## src/rtl/core/ckm_pkg.sv

```systemverilog
package ckm_pkg;

    // Default depth of the pattern store and the text window.
    localparam int MAX_LEN_DEF = 16;

    // Field widths fixed by the interface.
    localparam int CFG_W  = 5;
    localparam int POS_W  = 4;
    localparam int BYTE_W = 8;
    localparam int OCC_W  = 32;
    localparam int DATA_W = 32;
    localparam int ADDR_W = 3;

    // Item kinds.
    localparam logic KIND_PATTERN = 1'b0;
    localparam logic KIND_TEXT    = 1'b1;

    // Register indexes (address bit 2 selects the register).
    localparam logic [0:0] REG_PATTERN_LENGTH = 1'b0;
    localparam logic [0:0] REG_MAX_MISMATCHES = 1'b1;

    // Sequencer states.
    typedef enum logic [1:0] {
        ST_IDLE,
        ST_CALC,
        ST_FINISH
    } ckm_state_t;

    // Control broadcast from the sequencer to every cell.
    typedef struct packed {
        logic load;
        logic step;
    } cell_ctl_t;

endpackage

```

## src/rtl/core/ckm_cell.sv

```systemverilog
module ckm_cell
    import ckm_pkg::*;
#(
    parameter int DW = CFG_W
)
(
    input  logic              clk,
    input  cell_ctl_t         ctl,
    input  logic [BYTE_W-1:0] pat_init,
    input  logic [BYTE_W-1:0] pat_in,
    input  logic [BYTE_W-1:0] text_byte,
    input  logic [CFG_W-1:0]  max_mm,
    output logic [BYTE_W-1:0] pat_out,
    output logic              hit
);

    localparam int CW = (DW > CFG_W) ? DW : CFG_W;

    logic [BYTE_W-1:0] pat_reg;
    logic [DW-1:0]     diff_reg;

    // On load the cell takes its first pattern byte and clears its count.
    // On each step it counts a mismatch against the broadcast text byte
    // and takes the next pattern byte from its neighbor.
    always_ff @(posedge clk)
    begin
        if (ctl.load)
        begin
            pat_reg  <= pat_init;
            diff_reg <= '0;
        end
        else if (ctl.step)
        begin
            pat_reg <= pat_in;
            if (pat_reg != text_byte)
            begin
                diff_reg <= diff_reg + DW'(1);
            end
        end
    end

    assign pat_out = pat_reg;

    // The rotation held by this cell matches when its count stays in the limit.
    assign hit = (CW'(diff_reg) <= CW'(max_mm));

endmodule

```

## src/rtl/core/circular_k_mismatch_matcher_core.sv

```systemverilog
// Circular k-mismatch matcher. Pattern bytes are loaded with kind 0. A text
// byte (kind 1) goes to the finish step while the window is not yet full, and
// once it is, first through a compare phase over the effective length, where
// the effective length is pattern_length taken as 1 when zero and as MAX_LEN
// when above it: a chain of MAX_LEN cells, one per pattern rotation, compares
// the window against all rotations at once, one window byte per cycle, while
// the pattern bytes circulate from cell to cell. The result sits in an output
// register, so the next item is taken while a finished result still waits for
// its transfer; a result only holds up the block when the one before it is
// still waiting. Configuration is to be written through the APB-style port
// while the block is idle; the block itself does not enforce this.
module circular_k_mismatch_matcher_core
    import ckm_pkg::*;
#(
    parameter int MAX_LEN = MAX_LEN_DEF
)
(
    input  logic              clk,
    input  logic              rst_n,
    // Configuration port.
    input  logic              psel,
    input  logic              penable,
    input  logic              pwrite,
    input  logic [ADDR_W-1:0] paddr,
    input  logic [DATA_W-1:0] pwdata,
    output logic [DATA_W-1:0] prdata,
    output logic              pready,
    // Input channel.
    input  logic              in_valid,
    output logic              in_ready,
    input  logic              kind,
    input  logic [POS_W-1:0]  position,
    input  logic [BYTE_W-1:0] byte_value,
    input  logic              starts_text,
    // Output channel.
    output logic              out_valid,
    input  logic              out_ready,
    output logic              window_full,
    output logic              match,
    output logic [OCC_W-1:0]  occurrences
);

    localparam int LW = $clog2(MAX_LEN + 1);
    localparam int IW = $clog2(MAX_LEN);

    // Configuration registers.
    logic [CFG_W-1:0] pattern_length_reg;
    logic [CFG_W-1:0] max_mismatches_reg;
    logic [0:0]       cfg_idx;
    logic             cfg_write;

    // Storage and working state.
    logic [BYTE_W-1:0] pattern_reg [MAX_LEN];
    logic [BYTE_W-1:0] window_reg  [MAX_LEN];
    logic [BYTE_W-1:0] snap_reg    [MAX_LEN];
    logic [LW-1:0]     fill_reg;
    logic [LW-1:0]     fill_next;
    logic [LW-1:0]     len_reg;
    logic [LW-1:0]     len_eff;
    logic [LW-1:0]     step_cnt_reg;
    logic              full_reg;
    logic              full_next;
    logic [OCC_W-1:0]  count_reg;
    logic [OCC_W-1:0]  count_next;
    ckm_state_t        state_reg;
    ckm_state_t        state_next;

    // Output register.
    logic              out_valid_reg;
    logic              window_full_reg;
    logic              match_reg;
    logic [OCC_W-1:0]  occ_reg;

    // Handshake and sequencer controls.
    logic              in_xfer;
    logic              text_xfer;
    logic              pat_xfer;
    logic              slot_free;
    logic              finish_fire;
    cell_ctl_t         cell_ctl;

    // Cell chain signals.
    logic [BYTE_W-1:0] cell_pat [MAX_LEN];
    logic [BYTE_W-1:0] cell_init [MAX_LEN];
    logic [BYTE_W-1:0] cell_in [MAX_LEN];
    logic [MAX_LEN-1:0] cell_hit;
    logic [MAX_LEN-1:0] hit_vec;
    logic              hit_any;

    // Register access: bit 2 of the address picks the register.
    assign cfg_idx   = paddr[2:2];
    assign cfg_write = psel && penable && pwrite && pready;
    assign pready    = 1'b1;

    always_ff @(posedge clk or negedge rst_n)
    begin
        if (!rst_n)
        begin
            pattern_length_reg <= CFG_W'(1);
            max_mismatches_reg <= '0;
        end
        else if (cfg_write)
        begin
            unique case (cfg_idx)
                REG_PATTERN_LENGTH: pattern_length_reg <= pwdata[CFG_W-1:0];
                REG_MAX_MISMATCHES: max_mismatches_reg <= pwdata[CFG_W-1:0];
                default:            ;
            endcase
        end
    end

    always_comb
    begin
        unique case (cfg_idx)
            REG_PATTERN_LENGTH: prdata = DATA_W'(pattern_length_reg);
            REG_MAX_MISMATCHES: prdata = DATA_W'(max_mismatches_reg);
            default:            prdata = '0;
        endcase
    end

    // Effective length: zero acts as one, anything above the depth as the depth.
    always_comb
    begin
        if (pattern_length_reg == '0)
        begin
            len_eff = LW'(1);
        end
        else if (32'(pattern_length_reg) > 32'(MAX_LEN))
        begin
            len_eff = LW'(MAX_LEN);
        end
        else
        begin
            len_eff = LW'(pattern_length_reg);
        end
    end

    // Input transfers.
    assign in_xfer   = in_valid && in_ready;
    assign text_xfer = in_xfer && (kind == KIND_TEXT);
    assign pat_xfer  = in_xfer && (kind == KIND_PATTERN);
    assign slot_free = !out_valid_reg || out_ready;

    // Fill count after this text byte, saturating at the depth.
    always_comb
    begin
        fill_next = starts_text ? '0 : fill_reg;
        if (32'(fill_next) < 32'(MAX_LEN))
        begin
            fill_next = fill_next + LW'(1);
        end
        full_next = (fill_next >= len_eff);
    end

    // Next state.
    always_comb
    begin
        state_next = state_reg;
        unique case (state_reg)
            ST_IDLE:
            begin
                if (text_xfer)
                begin
                    state_next = full_next ? ST_CALC : ST_FINISH;
                end
            end
            ST_CALC:
            begin
                if (step_cnt_reg == LW'(1))
                begin
                    state_next = ST_FINISH;
                end
            end
            ST_FINISH:
            begin
                if (slot_free)
                begin
                    state_next = ST_IDLE;
                end
            end
            default: state_next = ST_IDLE;
        endcase
    end

    // Sequencer outputs.
    always_comb
    begin
        in_ready      = 1'b0;
        cell_ctl.step = 1'b0;
        finish_fire   = 1'b0;
        unique case (state_reg)
            ST_IDLE:   in_ready      = 1'b1;
            ST_CALC:   cell_ctl.step = 1'b1;
            ST_FINISH: finish_fire   = slot_free;
            default:   ;
        endcase
        cell_ctl.load = text_xfer;
    end

    always_ff @(posedge clk or negedge rst_n)
    begin
        if (!rst_n)
        begin
            state_reg <= ST_IDLE;
        end
        else
        begin
            state_reg <= state_next;
        end
    end

    // Pattern store: loads beyond the depth are dropped.
    always_ff @(posedge clk)
    begin
        if (pat_xfer && (32'(position) < 32'(MAX_LEN)))
        begin
            pattern_reg[IW'(position)] <= byte_value;
        end
    end

    // Text window shifts in each text byte; the snapshot copy does the same
    // on a text transfer and then shifts toward its tap once per step,
    // presenting the window newest byte first.
    always_ff @(posedge clk)
    begin
        if (text_xfer)
        begin
            for (int i = 0; i < MAX_LEN - 1; i++)
            begin
                window_reg[i] <= window_reg[i + 1];
                snap_reg[i]   <= window_reg[i + 1];
            end
            window_reg[MAX_LEN - 1] <= byte_value;
            snap_reg[MAX_LEN - 1]   <= byte_value;
        end
        else if (cell_ctl.step)
        begin
            for (int i = MAX_LEN - 1; i > 0; i--)
            begin
                snap_reg[i] <= snap_reg[i - 1];
            end
        end
    end

    // Per-text working state: length, step count and fill.
    always_ff @(posedge clk or negedge rst_n)
    begin
        if (!rst_n)
        begin
            fill_reg     <= '0;
            len_reg      <= LW'(1);
            step_cnt_reg <= '0;
            full_reg     <= 1'b0;
        end
        else if (text_xfer)
        begin
            fill_reg     <= fill_next;
            len_reg      <= len_eff;
            step_cnt_reg <= len_eff;
            full_reg     <= full_next;
        end
        else if (cell_ctl.step)
        begin
            step_cnt_reg <= step_cnt_reg - LW'(1);
        end
    end

    // Cell chain. Cell r compares rotation r; it starts on the pattern byte
    // that lines up with the newest window byte and takes its next byte from
    // the cell before it, with cell zero closing the ring at the length.
    generate
        for (genvar r = 0; r < MAX_LEN; r++)
        begin : g_cell
            if (r == 0)
            begin : g_head
                assign cell_init[r] = pattern_reg[IW'(len_eff - LW'(1))];
                assign cell_in[r]   = cell_pat[IW'(len_reg - LW'(1))];
            end
            else
            begin : g_body
                assign cell_init[r] = pattern_reg[r - 1];
                assign cell_in[r]   = cell_pat[r - 1];
            end

            ckm_cell #(
                .DW (LW)
            ) u_cell (
                .clk       (clk),
                .ctl       (cell_ctl),
                .pat_init  (cell_init[r]),
                .pat_in    (cell_in[r]),
                .text_byte (snap_reg[MAX_LEN - 1]),
                .max_mm    (max_mismatches_reg),
                .pat_out   (cell_pat[r]),
                .hit       (cell_hit[r])
            );

            assign hit_vec[r] = cell_hit[r] && (len_reg > LW'(r));
        end
    endgenerate

    assign hit_any = full_reg && (|hit_vec);

    // Running count of matching windows, saturating at all ones.
    always_comb
    begin
        count_next = count_reg;
        if (text_xfer && starts_text)
        begin
            count_next = '0;
        end
        else if (finish_fire && hit_any && (count_reg != '1))
        begin
            count_next = count_reg + OCC_W'(1);
        end
    end

    always_ff @(posedge clk or negedge rst_n)
    begin
        if (!rst_n)
        begin
            count_reg <= '0;
        end
        else
        begin
            count_reg <= count_next;
        end
    end

    // Output register.
    always_ff @(posedge clk or negedge rst_n)
    begin
        if (!rst_n)
        begin
            out_valid_reg <= 1'b0;
        end
        else if (finish_fire)
        begin
            out_valid_reg <= 1'b1;
        end
        else if (out_ready)
        begin
            out_valid_reg <= 1'b0;
        end
    end

    always_ff @(posedge clk)
    begin
        if (finish_fire)
        begin
            window_full_reg <= full_reg;
            match_reg       <= hit_any;
            occ_reg         <= count_next;
        end
    end

    assign out_valid   = out_valid_reg;
    assign window_full = window_full_reg;
    assign match       = match_reg;
    assign occurrences = occ_reg;

endmodule

```

## config.mk

```make
export PLATFORM = sky130hd
export DESIGN_NAME = circular_k_mismatch_matcher_core
export DESIGN_NICKNAME = d
export VERILOG_FILES = /design/src/rtl/core/ckm_pkg.sv /design/src/rtl/core/ckm_cell.sv /design/src/rtl/core/circular_k_mismatch_matcher_core.sv
export SDC_FILE = /design/constraint.sdc
export NUM_CORES = 1
export LEC_CHECK = 0
export ABC_AREA = 0
export BUFFER_PORTS_ARGS = -buffer_cell sky130_fd_sc_hd__buf_4
export CORE_ASPECT_RATIO = 0.75
export CORE_MARGIN = 10
export CORE_UTILIZATION = 46
export CTS_CLUSTER_SIZE = 40
export DETAILED_ROUTE_END_ITERATION = 16
export GPL_ROUTABILITY_DRIVEN = 0
export PLACE_DENSITY = 0.66
export SLEW_MARGIN = 20
export SYNTH_ARGS = -nofsm -noshare
export SYNTH_HDL_FRONTEND = slang
export SYNTH_SLANG_ARGS = --single-unit
```

## constraint.sdc

```tcl
create_clock -name clk -period 9.8 [get_ports clk]
set_input_delay 1.96 -clock clk [delete_from_list [all_inputs] [get_ports clk]]
set_output_delay 1.96 -clock clk [all_outputs]
set_load 0.05 [all_outputs]
```

# After elaboration in Yosys (flattened, before gate mapping)

Memory sizes are Yosys's and may differ from the RTL's.
Index checks and enable logic that the tools add are counted.

Latch bits: 0
Memory bits (writable): 384
Memories: 3
Output and inout bits: 69
Flip-flop bits (word level): 303
Bits in read-only memories: 0
Bits of input ports: 56
Logic and storage cells: 272

Memory list:

| name        | words | width | read ports | clocked after memory_dff | write ports | RTL line                               | text |
|---|---|---|---|---|---|---|---|
| pattern_reg | 16    | 8     | 16         | 0                        | 1           | circular_k_mismatch_matcher_core.sv:53 | `logic [BYTE_W-1:0] pattern_reg [MAX_LEN];` |
| snap_reg    | 16    | 8     | 16         | 0                        | 16          | circular_k_mismatch_matcher_core.sv:55 | `logic [BYTE_W-1:0] snap_reg [MAX_LEN];` |
| window_reg  | 16    | 8     | 15         | 0                        | 16          | circular_k_mismatch_matcher_core.sv:54 | `logic [BYTE_W-1:0] window_reg [MAX_LEN];` |

Add/subtract/negate cells: 21
Multiply operators: 0
Equal/unequal tests: 23
Bitwise operators: 18
Magnitude comparators: 36
Divide/modulo/power cells: 0
Reductions and logical operators: 51
Shifts and indexed selects: 0
Multiplexer cells: 76

Operators with widths:

| kind                                                          | number |
|---|---|
| 2-to-1 mux 8 bit                                              | 49 |
| inequality test 8 bit                                         | 16 |
| adder 5 x 1 -> 5 bit, second input constant                   | 17 |
| <= comparator 5 bit                                           | 16 |
| 2-to-1 mux 32 bit                                             | 2 |
| one-hot mux 32 bit (2 select lines)                           | 1 |
| greater-than comparator 5 x 4 -> 1 bit, second input constant | 8 |
| AND reduction 2 bit                                           | 18 |
| adder 32 x 1 -> 32 bit, second input constant                 | 1 |
| binary-select mux 8 bit (select 4 bit)                        | 1 |
| inequality test 32 bit, second input constant                 | 1 |
| 2-to-1 mux 5 bit                                              | 6 |
| logical AND 1 bit                                             | 25 |
| greater-than comparator 5 x 3 -> 1 bit, second input constant | 4 |
| OR reduction 16 bit                                           | 1 |
| bitwise OR 1 bit                                              | 15 |
| 2-to-1 mux 1 bit                                              | 12 |
| greater-than comparator 5 x 1 -> 1 bit, second input constant | 2 |
| greater-than comparator 5 x 2 -> 1 bit, second input constant | 2 |
| 2-to-1 mux 2 bit                                              | 4 |
| subtractor 4 x 1 -> 4 bit, second input constant              | 2 |
| inequality test 2 bit, second input constant                  | 3 |
| one-hot mux 2 bit (3 select lines)                            | 1 |
| equality test 5 x 1 -> 1 bit, second input constant           | 1 |
| 15 further kinds                                              | 17 |

# Logic depth before layout (Yosys ltp)

Depth in word-level cells: 8
Depth in mapped cells: 14
Mapped depth without buffers: 12

# By module

A second synthesis with hierarchy kept.

Cells, all modules: 2427
Area total of the unflattened synthesis: 32995.4 µm²

By module, submodules not included:

| module                           | cells each | instances | area an instance (µm²) | sequential area each (µm²) |
|---|---|---|---|---|
| circular_k_mismatch_matcher_core | 1247       | 1         | 19725.2                | 13840.8 |
| ckm_cell at g_cell[0].u_cell ... | 74         | 14        | 828.3                  | 340.3 |
| ckm_cell at g_cell[8].u_cell ... | 72         | 2         | 837.1                  | 340.3 |

# Worst setup path before layout

No wires, ideal clock.

Path type: input port to flip-flop
Start point: in in_valid
End point: reg step_cnt_reg[0]
Slack: 1.357 ns
Data required time: 9.386 ns
Stages on the path: 4
Buffers on the path: 1
Setup time: 0.414 ns
Data arrival time: 8.029 ns
Cells stage by stage: nand3_1 clkbuf_1 nand2_1 o221ai_1

Cells in the longest elaborated chain, start to end: 3
Elaborated cells between the ends (all ways): 4
Classes of those cells: 1 x mux; 3 x reduce/logical

RTL lines:

| what                                                          | RTL line                                | text |
|---|---|---|
| from (decl)                                                   | circular_k_mismatch_matcher_core.sv:29  | `input logic in_valid,` |
| logical AND 1 bit *                                           | circular_k_mismatch_matcher_core.sv:139 | `assign in_xfer = in_valid && in_ready;` |
| logical AND 1 bit *                                           | circular_k_mismatch_matcher_core.sv:140 | `assign text_xfer = in_xfer && (kind == KIND_TEXT);` |
| 2-to-1 mux 5 bit / nonzero test 2 bit (equally long branches) | -                                       |  |
| to (signal assigned)                                          | circular_k_mismatch_matcher_core.sv:259 | `step_cnt_reg <= len_eff;` |
| to (signal assigned)                                          | circular_k_mismatch_matcher_core.sv:264 | `step_cnt_reg <= step_cnt_reg - LW'(1);` |
| to (decl)                                                     | circular_k_mismatch_matcher_core.sv:60  | `logic [LW-1:0] step_cnt_reg;` |

Mark *: on every way between the ends. The rest lies on a longest branch, timed or not.
A chain may end at the register's enable or synchronous reset.

# Worst setup path after layout

Start point: in paddr[2]
End point: out prdata[0]

Cells in the longest elaborated chain, start to end: 2

RTL lines:

| what                                  | RTL line                                | text |
|---|---|---|
| from (decl)                           | circular_k_mismatch_matcher_core.sv:24  | `input logic [ADDR_W-1:0] paddr,` |
| NOT 1 bit                             | circular_k_mismatch_matcher_core.sv:114 | `unique case (cfg_idx)` |
| one-hot mux 32 bit (2 select lines) * | circular_k_mismatch_matcher_core.sv:114 |  |
| to (decl)                             | circular_k_mismatch_matcher_core.sv:26  | `output logic [DATA_W-1:0] prdata,` |

Mark *: on every way between the ends. The rest lies on a longest branch, timed or not. The select of a mux whose other input is x is not followed.

==> metrics.md <==
| Metric | Value |
|---|---|
| Drt drc | `0` |
| Vias in the first global route | `~20k` |
| Drt first pass iters | `5` |
| Status | `complete, no violations` |
| Finished Cell Area | `~35,000 µm²` |
| GRT overflow | `0` |
| Core Region | `~67,000 µm²` |
| Clock share of power | `24.8%` |
| Hold WC Path Type | `flip-flop to flip-flop` |
| Clock-pin slew on the worst setup and hold paths | `about 0.06 ns` |
| Net Sw Frac | `35.0%` |
| Fin. max-slew vios | `0` |
| Worst-Skew Late Latency | `a little over 0.6 ns` |
| FP Rows | `82` |
| Comb power frac | `just over 30%` |
| Crit-path cells | `buf_4, mux2_2, buf_4` |
| Worst r2r path cells | `10` |
| Slowest cell on crit path | `mux2_2` |
| Yosys cell types | `65` |
| I/O pins | `between 100 and 150` |
| Die Ht | `246 µm` |
| DR iter-0 viols | `~2.0k` |
| Routed WL per cell | `slightly above 20 µm` |
| Nets | `between 2k and 3k` |
| Mapped Cells | `between 2k and 3k` |
| Max clock buf depth | `3` |
| CTS tree | `yes` |
| Final Setup Violations | `0` |
| CTS H-Tree Depth | `3` |
| Most common cell after layout, fill and taps aside | `nand2_1` |
| Vias per cell | `5.66` |
| Multiplexer share of the synthesized area | `6.59%` |
| WP depth | `3` |
| Die Width | `about 320 µm` |
| Num CTS Buffers | `slightly below 70` |
| CP Capture Type | `output pin` |
| Internal Power | `slightly below 7 mW` |
| Largest family of logic cells by synthesized area | `simple AND/OR/NAND/NOR gates` |
| Worst-path fanout max | `8` |
| Tmin final | `4.58 ns` |
| Buf/Inv on CP | `2` |
| Total number of vias | `approximately 20k` |
| Max-cap violation count | `0` |
| Asr flop ratio synth | `8.98%` |
| Endpoints failing hold | `0` |
| RSZ-0062 raised after global routing | `no` |
| Critical path class | `primary input to output pin` |
| Top delay family on crit path | `multiplexers` |
| Max Freq | `about 220 MHz` |
| # Post-CTS Setup Buffers | `0` |
| Max incr delay on CP | `0.34 ns` |
| Post-synthesis adder-cell area fraction | `about 4.4%` |
| Initial Utilization | `46.8%` |
| Simple-gate share of the synthesized area | `about 14%` |
| Initial antenna violation count | `3` |
| DP Worst Slack | `4.65 ns` |
| CTS Hold Bufs | `0` |
| PD cells | `a little over 300 nW/µm²` |
| XOR/XNOR share of the synthesized area | `about 5.6%` |
| Startpoint types | `primary input` |
| Fin worst setup slack | `5.22 ns` |
| Seq/Total Area, Yosys | `between 60% and 70%` |
| Final HPWL DP | `46,900 µm` |
| Slew of the pin with the lowest slew margin | `between 1 and 1.5 ns` |
| EDFF count, synth | `538` |
| WL final | `between 70,000 and 80,000 µm` |
| Post_cts resized | `0` |
| Synth Cell Area | `31,400 µm²` |
| Critical Path RT | `between 7 and 8 ns` |
| Peak supply drop | `roughly 170 µV` |
| Die Area | `79,300 µm²` |
| First-pass GRT wire length | `between 100,000 and 150,000 µm` |
| Clock root cell | `clkbuf_16` |
| Port Buffers | `67` |
| Post-DRT Antenna Nets | `0` |
| Seq cells post-synth | `approximately 680` |
| Most frequent cells in the layout | `nand2_1 (634), edfxtp_1 (538), xor2_1 (179), nor2_1 (129), ha_1 (110)` |
| Tcrit/Tclk final | `between 40% and 50%` |
| Flop pwr share | `44.9%` |
| Clock Skew | `approximately 0.027 ns` |
| Critical path arrival | `roughly 2.6 ns` |
| Cell mode on critical path | `buf_4` |
| Area of placed instances | `between 30,000 and 40,000 µm²` |
| Multi-input gate area | `around 11,000 µm²` |
| Worst slew margin | `18.5%` |
| R2R Setup Slk | `~5.5 ns` |
| Final core occ | `roughly 52%` |
| Clock sinks | `a little under 700` |
| Setup_tns | `0 ns` |
| Leakage power | `13.6 nW` |
| Share of layout cells above drive strength 1 | `between 10% and 20%` |
| Synth-to-Final Area Change | `11.2%` |
| Hold path depth | `0` |
| Largest net degree at the start of global routing | `between 200 and 250` |
| Ys flop type | `edfxtp_1` |
| Total GRT Usage | `between 10% and 20%` |
| FILL cells | `roughly 5.6k` |
| FF+latch area | `19,300 µm²` |
| Compound-Gate Fraction of Synth Area | `5.47%` |
| YS warnings | `0` |
| Avg Cell Area, Syn | `~12 µm²` |
| Switching power | `about 3.7 mW` |
## cell usage after synthesis (3+ instances only)
cell	number	area [µm²]
a41oi_1	3	26.3
and4_1	5	43.8
a211oi_1	11	82.6
nand2b_1	17	106
nor2b_1	13	81.3
a22o_1	65	569
nand3_1	49	245
buf_6	3	33.8
inv_1	49	184
nand4b_1	3	26.3
and3_1	10	62.6
and2_1	19	119
buf_4	31	233
or3_1	7	43.8
nor2_1	133	499
clkbuf_1	89	334
o211ai_1	14	105
o22ai_1	9	56.3
o31ai_1	4	30.0
nand4_1	35	219
a21o_1	6	45.0
o21a_1	6	45.0
o21ai_0	38	190
nor3_1	16	80.1
a31o_2	8	70.1
xnor2_1	19	166
a21oi_1	64	320
buf_2	16	80.1
mux2_2	16	180
dfxtp_1	80	1600
mux4_2	64	1440
edfxtp_1	538	16200
mux2i_1	45	450
xor2_1	181	1590
nand2_1	635	2380
dfrtp_1	59	1480
ha_1	111	1390
or4_1	9	67.6
buf_1	13	48.8
nor4_1	38	238
## final timing paths
kind,end,start
setup / recovery,prdata[0],paddr[2]
hold / removal,window_reg[0][4],window_reg[0][12]
setup reg to reg,g_cell[0].u_cell.pat_out[5],len_reg[0]
hold reg to reg,window_reg[0][4],window_reg[0][12]
max in group asynchronous,fill_reg[1],rst_n
min in group asynchronous,count_reg[8],rst_n
## power groups by stage
| stage | logic, mW | registers (mW) | clock network, mW |
|---|---|---|---|
| detailed placement | 3.13 | 4.77 | 0 |
| finish | 3.19 | 4.74 | 2.62 |
| floorplan | 2.25 | 4.70 | 0 |
| global route | 3.50 | 4.81 | 2.79 |
| global placement | 3.05 | 4.75 | 0 |
| CTS | 3.15 | 4.73 | 2.67 |
## logic make-up (layout without fill, tap and decap cells)
logic type      count (synthesis)  count (layout)
other cells                     2              29
xor+xnor                      200             200
flops                         679             679
simple gates                  997             997
compound gates                248             248
mux                           125             125
fa+ha+maj                     111             111
buf+inv                       202             259
## routing by layer
| layer | GRT usage (%) | share of wire (%) | wire [µm] | vias up |
|---|---|---|---|---|
| met1 | 26.0 | 45 | 32800 | 9943 |
| met3 | 4.80 | 9.0 | 6600 | 126 |
| met2 | 26.9 | 44 | 32300 | 700 |
| li1 | - | - | - | 9215 |
| met5 | 0 | 0.033 | 24 | - |
| met4 | 5.06 | 2.3 | 1660 | 4 |
## metrics by stage
step	hold slack, ns	instances	power [mW]
after detailed placement	0.406	3404	7.90
final	0.418	3530	10.5
after CTS	0.420	3527	10.6
after global placement	0.402	3404	7.80
after global routing	0.433	3530	11.1
after floorplan	0.400	2590	6.95
## cell type report
class,count,share of cell area (%)
clock inverter,42,1.20
multi-input combinational,1709,32.7
clock buffer,81,5.16
timing repair buffer,86,2.00
inverter,50,0.559
sequential,679,55.2
antenna,1,0.00716
tap,882,3.16
(Power assumes the default switching activity.)
